--- src/sv/odht_pkg.sv ---
// package for the object dictionary hash table: sizes, codes, entry layout
// and the value fitting function; no dependencies
`default_nettype none

package odht_pkg;

    localparam int TABLE_DEPTH = 256;
    localparam int SLOT_W      = $clog2(TABLE_DEPTH);
    localparam int SIZE_W      = SLOT_W + 1;
    localparam int CFG_W       = 9;
    localparam int IDX_W       = 16;
    localparam int SUB_W       = 8;
    localparam int HASH_MULT   = 31;
    localparam int HASH_W      = 21;
    localparam int VAL_W       = 32;
    localparam int TYPE_W      = 3;
    localparam int ATTR_W      = 8;
    localparam int STATUS_W    = 3;
    localparam int OP_W        = 2;

    localparam logic [CFG_W-1:0] SLOT_COUNT_RESET = CFG_W'(256);

    localparam logic [OP_W-1:0] OP_INSERT = 2'd0;
    localparam logic [OP_W-1:0] OP_READ   = 2'd1;
    localparam logic [OP_W-1:0] OP_WRITE  = 2'd2;

    localparam logic [TYPE_W-1:0] TYPE_BOOL        = 3'd0;
    localparam logic [TYPE_W-1:0] TYPE_U8          = 3'd1;
    localparam logic [TYPE_W-1:0] TYPE_U16         = 3'd2;
    localparam logic [TYPE_W-1:0] TYPE_U32         = 3'd3;
    localparam logic [TYPE_W-1:0] TYPE_I8          = 3'd4;
    localparam logic [TYPE_W-1:0] TYPE_I16         = 3'd5;
    localparam logic [TYPE_W-1:0] TYPE_I32         = 3'd6;
    localparam logic [TYPE_W-1:0] TYPE_UNSUPPORTED = 3'd7;

    typedef enum logic [STATUS_W-1:0] {
        ST_OK          = 3'd0,
        ST_OVERWRITTEN = 3'd1,
        ST_COLLISION   = 3'd2,
        ST_EMPTY       = 3'd3,
        ST_UNSUPPORTED = 3'd4
    } status_t;

    typedef struct packed {
        logic [IDX_W-1:0]  key_index;
        logic [TYPE_W-1:0] data_type;
        logic [ATTR_W-1:0] access;
        logic [ATTR_W-1:0] persist;
        logic [VAL_W-1:0]  value;
    } entry_t;

    // truncate to the type, then zero- or sign-extend back to full width
    function automatic logic [VAL_W-1:0] fit_to_type(
        input logic [TYPE_W-1:0] t,
        input logic [VAL_W-1:0]  v
    );
        logic [VAL_W-1:0] r;
        case (t) inside
            TYPE_BOOL, TYPE_U8: r = {{(VAL_W-8){1'b0}}, v[7:0]};
            TYPE_U16:           r = {{(VAL_W-16){1'b0}}, v[15:0]};
            TYPE_I8:            r = {{(VAL_W-8){v[7]}}, v[7:0]};
            TYPE_I16:           r = {{(VAL_W-16){v[15]}}, v[15:0]};
            default:            r = v;
        endcase
        return r;
    endfunction

endpackage

`default_nettype wire

--- src/sv/odht_divider.sv ---
// restoring divider, one quotient bit per cycle, remainder only
// depends on odht_pkg for the hash and size widths
`default_nettype none

module odht_divider (
    input  wire logic                          clk,
    input  wire logic                          rst_n,
    input  wire logic                          start,
    input  wire logic [odht_pkg::HASH_W-1:0]   dividend,
    input  wire logic [odht_pkg::SIZE_W-1:0]   divisor,
    output logic                               done,
    output logic [odht_pkg::SIZE_W-1:0]        remainder
);

    localparam int CNT_W = $clog2(odht_pkg::HASH_W + 1);

    logic [odht_pkg::HASH_W-1:0] dvd_reg;
    logic [odht_pkg::SIZE_W-1:0] dvs_reg;
    logic [odht_pkg::SIZE_W-1:0] rem_reg;
    logic [CNT_W-1:0]            cnt_reg;
    logic                        busy_reg;
    logic                        done_reg;

    logic [odht_pkg::SIZE_W:0]   trial;
    logic [odht_pkg::SIZE_W-1:0] rem_next;

    always_comb
    begin
        trial = {rem_reg, dvd_reg[odht_pkg::HASH_W-1]};
        if (trial >= {1'b0, dvs_reg})
        begin
            rem_next = odht_pkg::SIZE_W'(trial - {1'b0, dvs_reg});
        end
        else
        begin
            rem_next = trial[odht_pkg::SIZE_W-1:0];
        end
    end

    always_ff @(posedge clk or negedge rst_n)
    begin
        if (!rst_n)
        begin
            busy_reg <= 1'b0;
            done_reg <= 1'b0;
            cnt_reg  <= '0;
            dvd_reg  <= '0;
            dvs_reg  <= '0;
            rem_reg  <= '0;
        end
        else
        begin
            if (start)
            begin
                dvd_reg  <= dividend;
                dvs_reg  <= divisor;
                rem_reg  <= '0;
                cnt_reg  <= CNT_W'(odht_pkg::HASH_W);
                busy_reg <= 1'b1;
                done_reg <= 1'b0;
            end
            else if (busy_reg)
            begin
                rem_reg  <= rem_next;
                dvd_reg  <= {dvd_reg[odht_pkg::HASH_W-2:0], 1'b0};
                cnt_reg  <= cnt_reg - 1'b1;
                // last step: remainder is final on the next cycle
                busy_reg <= (cnt_reg != CNT_W'(1));
                done_reg <= (cnt_reg == CNT_W'(1));
            end
            else
            begin
                done_reg <= 1'b0;
            end
        end
    end

    assign done      = done_reg;
    assign remainder = rem_reg;

endmodule

`default_nettype wire

--- config.mk ---
export PLATFORM = sky130hd
export DESIGN_NAME = odht_divider
export DESIGN_NICKNAME = d
export VERILOG_FILES = /design/src/sv/odht_pkg.sv /design/src/sv/odht_divider.sv
export SDC_FILE = /design/constraint.sdc
export NUM_CORES = 1
export LEC_CHECK = 0
export BUFFER_PORTS_ARGS = -buffer_cell sky130_fd_sc_hd__buf_2
export CORE_MARGIN = 2
export CORE_UTILIZATION = 44
export CTS_BUF_LIST = sky130_fd_sc_hd__clkbuf_8
export CTS_CLUSTER_DIAMETER = 150
export DETAILED_ROUTE_END_ITERATION = 6
export PLACE_DENSITY_LB_ADDON = 0.08
export SETUP_SLACK_MARGIN = 0.4
export SKIP_LAST_GASP = 1
export SYNTH_ARGS = -nofsm -noshare
export SYNTH_HDL_FRONTEND = slang
export SYNTH_SLANG_ARGS = --single-unit
--- constraint.sdc ---
create_clock -name clk -period 2.2 [get_ports clk]
set_input_delay 0.44 -clock clk [delete_from_list [all_inputs] [get_ports clk]]
set_output_delay 0.44 -clock clk [all_outputs]
set_load 0.01 [all_outputs]
=== Word level (Yosys, flattened, before mapping) ===
Cells that the tools add are included.

* Logic and storage cells: 23
* Bits in registers: 46
* Bits of input ports: 33

* Order comparisons: 1
* $add $sub $neg: 2
* Eq/ne operators: 2
* Reduce and logical (&&, ||, !) cells: 1
* Mux-type cells: 11

{| class="wikitable"
|+ Operator list
! kind !! number
|-
| $mux 21 || 2
|-
| $mux 9 || 3
|-
| $ge 10x9->1 || 1
|-
| $mux 5 || 2
|-
| $sub 9x9->9 || 1
|-
| $eq 5x1->1 const B || 1
|-
| $ne 5x1->1 const B || 1
|-
| $sub 5x1->5 const B || 1
|-
| $mux 1 || 4
|-
| $reduce_bool 2->1 || 1
|}

=== Depth between registers and ports, before layout ===
Gate-level depths: netlist (run 1).

* Depth after elaboration: 4
* Mapped depth: 8
* Mapped depth without buffers: 8

=== Worst setup path before layout (run 1) ===
Ideal clock, no wire load.

* Path kind: register to register
* Start point: register dvd_reg[20] in the netlist's numbering
* End point: register rem_reg, in the netlist remainder[1]
* Cell stages (with the launch flop): 9
* Arrival time: 2.134 ns
* Slack: -0.030 ns
* Path buffers: 0
* Cells stage by stage: dfrtp_1 -> inv_1 -> ha_1 -> fa_1 -> nand2b_2 -> a211oi_4 -> o2111ai_4 -> and4_4 -> a311oi_2

* Longest elaborated chain between the ends: 4
* Elaborated cells on any way between the ends: 5
* Classes of those cells: add/sub (1); order compare (1); mux (3)

{| class="wikitable"
|+ RTL lines
! item !! RTL line !! source
|-
| start: declaration || odht_divider.sv:17 || <nowiki>logic [odht_pkg::HASH_W-1:0] dvd_reg;</nowiki>
|-
| start signal: assignment || odht_divider.sv:55 || <nowiki>dvd_reg <= dividend;</nowiki>
|-
| start signal: assignment || odht_divider.sv:65 || <nowiki>dvd_reg <= {dvd_reg[odht_pkg::HASH_W-2:0], 1'b0};</nowiki>
|-
| $sub 9x9->9 / $ge 10x9->1 (equally long branches) || odht_divider.sv:32, odht_divider.sv:30 ||
|-
| $mux 9 (*) || odht_divider.sv:30 || <nowiki>if (trial >= {1'b0, dvs_reg})</nowiki>
|-
| $mux 9 (*) || odht_divider.sv:62 || <nowiki>else if (busy_reg)</nowiki>
|-
| $mux 9 (*) || odht_divider.sv:53 || <nowiki>if (start)</nowiki>
|-
| end signal: assignment || odht_divider.sv:64 || <nowiki>rem_reg <= rem_next;</nowiki>
|-
| end: declaration || odht_divider.sv:19 || <nowiki>logic [odht_pkg::SIZE_W-1:0] rem_reg;</nowiki>
|}

Every way passes the cells marked *; elsewhere a longest branch is shown, timed or not. The select of a mux whose other input is x is not followed.
A chain may end at the register's enable or synchronous reset.

=== Worst setup path after layout (run 1) ===
* Start point: register dvd_reg[20] in the netlist's numbering
* End point: register rem_reg, in the netlist remainder[7]

Same word-level chain as after synthesis.

==> results of run 1 <==
[cell usage after synthesis (3+ instances only)]
| master | instances |
|---|---|
| a21oi_1 | 7 |
| a311oi_1 | 7 |
| clkbuf_1 | 7 |
| dfrtp_1 | 46 |
| ha_1 | 11 |
| inv_1 | 14 |
| mux2i_1 | 21 |
| nand2_1 | 39 |
| nand2b_1 | 5 |
| nand3_1 | 10 |
| nor2_1 | 15 |
| o21ai_0 | 33 |
| xnor2_1 | 4 |
| xor2_1 | 3 |
[cells by family after synthesis]
| kind of cell | after synthesis |
|---|---|
| buffers and inverters | 32 |
| AND/OR/NAND/NOR | 83 |
| AO/OA/AOI/OAI | 71 |
| flip-flops | 46 |
| multiplexers | 22 |
| adder cells (fa/ha/maj) | 12 |
| XOR/XNOR | 7 |
[worst reg2reg max path, delay by kind of cell, from the launching register on]
kind            cells  cell delay [ns]
buf+inv             2             0.22
flops               1             0.37
compound gates      4             0.77
simple gates        1             0.16
fa+ha+maj           2             0.50
[timing repair]
item	CTS	global route
cloned	1	0
buffers inserted	5	3
endpoints found under the setup margin	9	9
pin swaps	7	4
resized for setup	10	3
[worst max-delay path by stage]
stage,to,slack (ns),startpoint,cells after the start
after floorplan,remainder[8],0.14,dvs_reg[0],7
after global placement,remainder[8],0.01,dvd_reg[20],8
after detailed placement,remainder[3],-0.05,dvd_reg[20],8
after CTS,remainder[6],0.07,dvs_reg[0],9
after global routing,remainder[6],-0.05,dvd_reg[20],10
final,remainder[7],0.06,dvd_reg[20],9
[through the flow]
stage,hold slack [ns],cells
CTS,0.118,400
floorplan,0.144,273
detailed placement,0.459,386
finish,0.108,403
global route,0.133,403
global placement,0.454,386
[placed cells by master (no fill, tap or decap), drive strengths merged, types with 2 or more instances in the layout]
cell type  Yosys  final
buf            6     64
dfrtp         46     46
nand2         39     39
o21ai         35     35
mux2i         21     21
nor2          15     15
inv           14     14
ha            11     11
nand3         10     10
a21oi          8      8
a311oi         8      8
clkbuf        11      6
nand2b         6      6
xnor2          4      4
a211oi         4      4
xor2           3      3
a21o           2      2
nor3           2      2
a2111oi        2      2
o211ai         2      2
nor4b          2      2
o21bai         2      2
a211o          2      2
o2111ai        1      2
and3b          2      2
[final cells by class]
class                           instances  share of cell area [%]
Clock inverter                          2                   0.392
Tap cell                               75                    2.94
Clock buffer                            6                    2.59
Inverter                               14                    1.65
Timing Repair Buffer                   64                    12.4
Multi-Input combinational cell        196                    43.9
Sequential cell                        46                    36.1
[routing by layer]
metal / track usage (%) / wire length, um / share of wire (%)
met5: 0 / 0 / 0
met4: 7.50 / 96 / 1.7
met3: 4.29 / 270 / 4.7
met2: 31.0 / 2740 / 48
met1: 25.6 / 2620 / 46
[power by group through the flow]
stage | Sequential, mW | Combinational [mW] | Clock (mW)
6_report | 1.08 | 1.71 | 0.553
2_1_floorplan | 1.12 | 1.06 | 0
5_1_grt | 1.10 | 1.90 | 0.607
3_5_place_dp | 1.09 | 1.53 | 0
4_1_cts | 1.08 | 1.66 | 0.576
3_3_place_gp | 1.09 | 1.51 | 0
==> flow_summary.toml, run 1 <==
[cts]
clock-root-buffer = "clkbuf_8"
htree_num_levels = 2
clock_sinks = 46
cts_buffer_depth = 2
cts-buffers-inserted = 5
clkSlewWorstSetupHoldPaths_ns = 0.09
tritoncts = "done"
ctsHoldBuffers = 0
clk_latency_ns = 0.31

[synthesis]
synth_mux_area_share_pct = 8.32
async_reset_ff_share_pct = 100
synth-edff-count = 0
synth.distinct_cells = 53
synth_simple_gate_area_share_pct = 14.9
synth_top_family_by_area = "compound AO/OA/AOI/OAI gates"
ys_ff_latch = 46
synth_warnings = 0
synth_compound_area_share_pct = 18.7
synth_top_flop_cell = "dfrtp_1"
syn_area_um2 = 2660
syn_nets = 318
synth_area_leader_cell = "dfrtp_1"
synth-adder-area-share_pct = 5.92
synthCells = 273
ys_top_cells_by_area = "dfrtp_1 (43%), mux2i_1 (7.9%), o21ai_0 (6.2%), nand2_1 (5.5%), ha_1 (5.2%)"
synth_area_per_cell_um2 = 9.75
yosysTopAreaCellShare_pct = 43.3
synth_xor_area_share_pct = 2.30
ys_seq_area_share_pct = 43.3

[run_status]
outcome = "finished clean"

[power]
pwr-share-seq_pct = 32.3
p_int_mw = 2.01
power_frac_clock_pct = 16.5
p_leak_nw = 1.61
p_sw_mw = 1.33
combPwrFrac_pct = 51.1
vdd_drop_max_mv = 0.464
p_sw_share_pct = 39.8
finalPower_mw = 3.34
p_per_area_nw_per_um2 = 1050

[placement]
place.port_buffers = 42
dp_hpwl_mm = 3.92
gp_congestion = 0.846
place_area_um2 = 2970
dp_worst_setup_slack_ns = -0.0480

[worst_setup_path]
cpPeakStageDelay_ns = 0.37
reg2regPathDepth = 9
critPathSlowestCell = "dfrtp_1"
rrSetupSlack_ns = 0.06
cp_num_buf_inv = 2
path_cells = "inv_2 > ha_4 > fa_2 > nand2b_4 > a211oi_4 > buf_6 > o2111ai_4 > a32oi_1 > o31ai_1"
r2r_end = "remainder[7]"
worst_ep_required_time_ns = 2.38
worst_path_dominant_cell_family = "compound AO/OA/AOI/OAI gates"
r2r-start = "dvd_reg[20]"
start_kind = "flip-flop"
cp_max_fo = 5
cp_data_arrival_time_ns = 2.32
path_class = "flip-flop to flip-flop"
end_kind = "flip-flop"

[global_route]
grt_pass1_vias = 2095
antenna_found_initial = 0
grt_max_degree = 38
grt_pass1_wl_mm = 9.91
grt_use_total_pct = 19.4
overflow = 0

[floorplan]
die_h_um = 81.8
coreArea_um2 = 5890
dieArea_um2 = 6690
initial_core_util_pct = 45.2
die_width_um = 81.8
io_pins = 43
rows = 28

[sta]
worst_slack_ns = 0.0589
hold_viol_final = 0
final_max_slew_viol_count = 0
tightest_slew_ns = 0.586
fmax_ghz = 0.467
skew_ns = 0.00642
min_period_ns = 2.14
rsz0062_at_grt = "true"
setup_viol = 0
setup_tns_ns = 0
finalCritPeriodShare_pct = 97.3
relSlewSlack_pct = 60.9

[cells_and_area]
register_area_um2 = 1150
fin_util_pct = 54.2
syn_to_final_growth_pct = 19.8
multi_input_area_um2 = 1400
drive_above_1_share_pct = 29.9
stdcell_area_um2 = 3190
final_nets = 372
diodes = 0
largest_reg_flops = 21
final.fill_count = 560

[detailed_routing]
wl_per_cell_um = 14.2
vias_per_cell = 5.24
dr.pass1.iters = 4
drtAntennaViolNets = 0
wl_mm = 5.72
vias = 2111
drc_errors = 0
drtIter0Drc = 101

[run]
drv_cap = 0

[min_path]
hold_path.class = "input port to asynchronous set/reset pin"
Note: power is estimated with default switching activity, not from simulation.
==> run 2: changes to the inputs <==
- PLACE_DENSITY: not set -> 0.76
- PLACE_DENSITY_LB_ADDON: 0.08 -> not set
==> run 2 against run 1 <==
  * The run now ends with setup timing left
  * Combinational power shrank 4%
  * Clock power fell by 6.0%
  * Via count up 1.9%
  * Largest cell class unchanged
  * Register-to-register slack got worse by 0.11 ns
  * Final cell count fell by 1.5%
  * Critical path type unchanged
  * Sequential share of layout area increased by 0.96 points
  * Core utilization down 1.4 points
  * Highest routed layer unchanged
  * Sequential power about the same
  * Global-route usage fell by 1.2 points
==> flow_summary.toml, run 2 (synthesis results as in run 1) <==
[run_status]
outcome = "finished with violations"
failed_checks = "setup timing"

[cells_and_area]
final_common_cell = "dfrtp_1"
final_nets = 366
drive_above_1_share_pct = 27.3
syn_to_final_growth_pct = 16.7
fin_util_pct = 52.8
largest_reg_flops = 21
final.fill_count = 535
layout_common_cells = "dfrtp_1 (45), buf_2 (42), nand2_1 (39)"
diodes = 0

[worst_setup_path]
start_kind = "flip-flop"
r2r_end = "remainder[1]"
r2r-start = "dvs_reg[0]"
path_class = "flip-flop to flip-flop"
end_kind = "flip-flop"
cp_max_fo = 5
cp_data_arrival_time_ns = 2.46
rrSetupSlack_ns = -0.05
reg2regPathDepth = 8
worst_ep_required_time_ns = 2.41

[floorplan]
die_h_um = 81.8
coreArea_um2 = 5890
dieArea_um2 = 6690
io_pins = 43
rows = 28
initial_core_util_pct = 45.2
die_width_um = 81.8

[sta]
hold_viol_final = 0
rsz0062_at_grt = "true"
skew_ns = 0.00835
relSlewSlack_pct = 47.4
fmax_ghz = 0.444
min_period_ns = 2.25
worst_slack_ns = -0.0531
tightest_slew_ns = 0.789
setup_viol = 3
finalCritPeriodShare_pct = 102
final_max_slew_viol_count = 0

[detailed_routing]
drtAntennaViolNets = 0
dr.pass1.iters = 4
wl_mm = 5.80
drtIter0Drc = 174
wl_per_cell_um = 14.6
vias_per_cell = 5.42
drc_errors = 0
vias = 2151

[power]
p_leak_nw = 1.58
p_per_area_nw_per_um2 = 1050
vdd_drop_max_mv = 0.589
finalPower_mw = 3.27

[cts]
clock_sinks = 46
htree_num_levels = 2
clock-root-buffer = "clkbuf_8"
cts-buffers-inserted = 5
ctsHoldBuffers = 0
clk_latency_ns = 0.30
cts_buffer_depth = 2
clkSlewWorstSetupHoldPaths_ns = 0.09
tritoncts = "done"

[min_path]
hold_path.class = "input port to asynchronous set/reset pin"

[placement]
place.port_buffers = 42
gp_congestion = 0.884
dp_hpwl_mm = 4.02
dp_worst_setup_slack_ns = -0.0591

[global_route]
antenna_found_initial = 0
grt_pass1_vias = 2034
grt_use_total_pct = 18.2
grt_pass1_wl_mm = 9.38
overflow = 0
grt_max_degree = 37

[run]
drv_cap = 0
-- run 2: how the worst max path moves through the flow --
| stage | startpoint | to | slack, ns | depth (start not counted) |
|---|---|---|---|---|
| 6_report | dvs_reg[0] | remainder[1] | -0.05 | 8 |
| 5_1_grt | dvs_reg[0] | remainder[1] | -0.12 | 8 |
| 4_1_cts | dvs_reg[0] | remainder[1] | 0.06 | 8 |
| 3_5_place_dp | dvs_reg[0] | remainder[5] | -0.06 | 7 |
| 3_3_place_gp | dvd_reg[20] | remainder[8] | 0.04 | 8 |
| 2_1_floorplan | dvs_reg[0] | remainder[8] | 0.14 | 7 |
-- run 2: area by class of cell --
class,instances,area (um^2),share of cell area (%)
Multi-Input combinational cell,196,1390,44.6
Sequential cell,46,1150,37.1
Timing Repair Buffer,58,334,10.8
Tap cell,75,93.8,3.02
Clock buffer,5,68.8,2.22
Inverter,14,52.6,1.69
Clock inverter,3,18.8,0.604
-- run 2: metrics by stage --
step	instance area, um^2	setup TNS, ns	cells	hold slack, ns
finish	3110	-0.0948	397	0.211
global route	3110	-0.686	397	0.283
CTS	3090	0	395	0.250
detailed placement	2940	-0.232	383	0.522
global placement	2940	0	383	0.502
floorplan	2670	0	273	0.144
-- run 2: timing repair --
item                       CTS  global route
resized for setup            7             3
gates cloned                 1             0
pin swaps                    8             3
buffers inserted             3             2
setup endpoints to repair    9             9
-- run 2: routing by layer --
| metal | global-route usage [%] | vias up | share of wire (%) |
|---|---|---|---|
| li1 | - | 1065 | - |
| met1 | 24.1 | 1021 | 45 |
| met2 | 29.2 | 53 | 49 |
| met3 | 4.18 | 12 | 4.5 |
| met4 | 6.50 | 0 | 1.6 |
| met5 | 0 | - | 0 |
-- run 2: power breakdown --
part / total, mW / switching, mW / internal (mW)
clock: 0.520 / 0.296 / 0.224
combinational: 1.65 / 0.927 / 0.727
sequential: 1.10 / 0.124 / 0.976
-- run 2: worst max-delay path, stage by stage, from the launching register on --
cell and delay [ns]:
dfrtp_1 0.42, ha_4 0.17, fa_2 0.35, nand2b_4 0.17, a211oi_4 0.28, buf_6 0.16, o2111ai_4 0.19, and4_4 0.24
a311oi_2 0.16
==> run 3: changes to the inputs <==
- ABC_AREA: not set -> 1
- CORE_UTILIZATION: 44 -> 52
- PLACE_DENSITY: 0.76 -> 0.87
==> run 3 against run 2 <==
  * Final cell count is 10% higher
  * Register-to-register slack better by 0.45 ns
  * Final area is 1.2% lower
  * Synthesized cell count is 18% higher
  * Sequential power hardly changed
  * The run now ends clean
  * Critical endpoint is now remainder[8]
  * Highest routed layer unchanged
  * Core utilization is 12 points higher
==> flow_summary.toml, run 3 <==
[global_route]
grt_pass1_vias = 2258
antenna_found_initial = 0
grt_pass1_wl_mm = 9.57
grt_max_degree = 47
grt_use_total_pct = 22.9
overflow = 0

[sta]
setup_viol = 0
rsz0062_at_grt = "true"
final_max_slew_viol_count = 0
tightest_slew_ns = 0.674
hold_viol_final = 0
finalCritPeriodShare_pct = 82.0
hold_ws_ns = 0.208
relSlewSlack_pct = 55.0
min_period_ns = 1.80
worst_slack_ns = 0.396
setup_tns_ns = 0
skew_ns = 0.00577
fmax_ghz = 0.554

[worst_setup_path]
cp_num_buf_inv = 1
cpPeakStageDelay_ns = 0.42
cp_data_arrival_time_ns = 2.00
critPathSlowestCell = "dfrtp_1"
end_kind = "flip-flop"
start_kind = "flip-flop"
path_class = "flip-flop to flip-flop"
worst_path_dominant_cell_family = "simple AND/OR/NAND/NOR gates"
worst_ep_required_time_ns = 2.40
cp_max_fo = 6
path_cells = "ha_4 > fa_2 > inv_2 > nand3_2 > nand2_2 > nand2_2 > nand2_4 > nand2_4 > nand2_4 > nand2_1 > nand3_1 > nand2_1"
cp_common_cell = "nand2_4"

[floorplan]
coreArea_um2 = 4720
rows = 25
io_pins = 43
die_h_um = 73.9
die_width_um = 73.9
dieArea_um2 = 5460
initial_core_util_pct = 53.8

[cts]
htree_num_levels = 2
cts_buffer_depth = 2
clk_latency_ns = 0.30
clock-root-buffer = "clkbuf_8"
cts-buffers-inserted = 5
tritoncts = "done"
clock_sinks = 46
clkSlewWorstSetupHoldPaths_ns = 0.08

[synthesis]
yosysMostFrequentCell = "nand2_1"
synth_area_leader_cell = "dfrtp_1"
synth_warnings = 0
yosys-top-cells-count = "nand2_1 (92), inv_1 (66), dfrtp_1 (46), nand3_1 (27), o221ai_1 (20)"
ys_ff_latch = 46
syn_nets = 366
synthCells = 321
synth_top_flop_cell = "dfrtp_1"
synth.distinct_cells = 26
synth-edff-count = 0
ys_top_cells_by_area = "dfrtp_1 (45%), nand2_1 (14%), inv_1 (9.8%), o221ai_1 (6.9%), ha_1 (5.4%)"
async_reset_ff_share_pct = 100
syn_area_um2 = 2540
synth_area_per_cell_um2 = 7.91
yosysTopAreaCellShare_pct = 45.3
ys_seq_area_share_pct = 45.3

[detailed_routing]
drc_errors = 0
wl_per_cell_um = 13.2
drtIter0Drc = 100
wl_mm = 5.76
drtAntennaViolNets = 0
vias = 2315
dr.pass1.iters = 4
vias_per_cell = 5.30

[cells_and_area]
drive_above_1_share_pct = 23.0
register_area_um2 = 1150
diodes = 0
final_nets = 415
layout_common_cells = "nand2_1 (87), inv_1 (64), dfrtp_1 (46)"
layoutNonFillerInstCount = 437
largest_reg_flops = 21
fin_util_pct = 64.9
multi_input_area_um2 = 1190
syn_to_final_growth_pct = 20.7
final.fill_count = 365
final_common_cell = "nand2_1"

[min_path]
hold_path.class = "input port to asynchronous set/reset pin"

[placement]
gp_congestion = 0.881
dp_hpwl_mm = 3.74
dpl.cell_count = 423
place.port_buffers = 42
dp_worst_setup_slack_ns = 0.245

[run_status]
outcome = "finished clean"

[power]
p_leak_nw = 1.66
p_per_area_nw_per_um2 = 1040
vdd_drop_max_mv = 0.445

[run]
drv_cap = 0
## run 3: cell families (layout without fill, tap and decap cells)
| logic type | count (synthesis) | after routing | share of synthesized area, % |
|---|---|---|---|
| AO/OA/AOI/OAI | 37 | 37 | 10.3 |
| XOR/XNOR | 3 | 3 | 1.03 |
| adder cells (fa/ha/maj) | 12 | 12 | 6.21 |
| buffers and inverters | 77 | 124 | 11.9 |
| flip-flops | 46 | 46 | 45.3 |
| AND/OR/NAND/NOR | 146 | 148 | 25.3 |
## run 3: path summary, 6_finish.rpt
| check | startpoint | to | slack [ns] | cells past startpoint |
|---|---|---|---|---|
| setup / recovery | dvs_reg[0] | remainder[8] | 0.40 | 12 |
| hold / removal | rst_n | dvd_reg[7] | 0.21 | 2 |
| setup reg to reg | dvs_reg[0] | remainder[8] | 0.40 | 12 |
| hold reg to reg | cnt_reg[4] | cnt_reg[4] | 0.53 | 2 |
| max in group asynchronous | rst_n | dvd_reg[18] | 1.60 | 2 |
| min in group clk | dividend[8] | dvd_reg[8] | 0.34 | 3 |
## run 3: final cells by class
cell class | count | area share [%]
multi-input cells | 200 | 38.8
repair buffers | 51 | 9.18
clock buffers | 6 | 2.69
clock inverters | 1 | 0.979
well taps | 67 | 2.73
flip-flops and latches | 46 | 37.5
inverters | 66 | 8.08
## run 3: per-layer routing
layer	wire [um]	part of all wire, %	up-vias	track usage (%)
li1	-	-	1119	-
met1	2310	40	1097	26.7
met2	2980	52	82	39.7
met3	317	5.5	17	5.49
met4	154	2.7	0	10.3
met5	0	0	-	0
## run 3: through the flow
| stage | area (um^2) | power [mW] |
|---|---|---|
| final | 3070 | 3.18 |
| after floorplan | 2540 | 1.99 |
| after global placement | 2810 | 2.22 |
| after global routing | 3070 | 3.40 |
| after CTS | 3010 | 3.03 |
| after detailed placement | 2810 | 2.26 |
## run 3: what timing repair did
item / 4_1_cts / 5_1_grt
gates cloned: 2 / 0
gates resized for setup: 11 / 10
pin swaps: 11 / 8
hold buffers: 0 / 0
setup buffers: 5 / 0
setup endpoints to repair: 9 / 9
## run 3: report_power, final
group          leakage [nW]  switching, mW  total [mW]  internal [mW]
clock network        0.0573          0.280       0.644          0.364
registers             0.563          0.104        1.07          0.965
logic                  1.04          0.870        1.47          0.598
total                  1.66           1.25        3.18           1.93
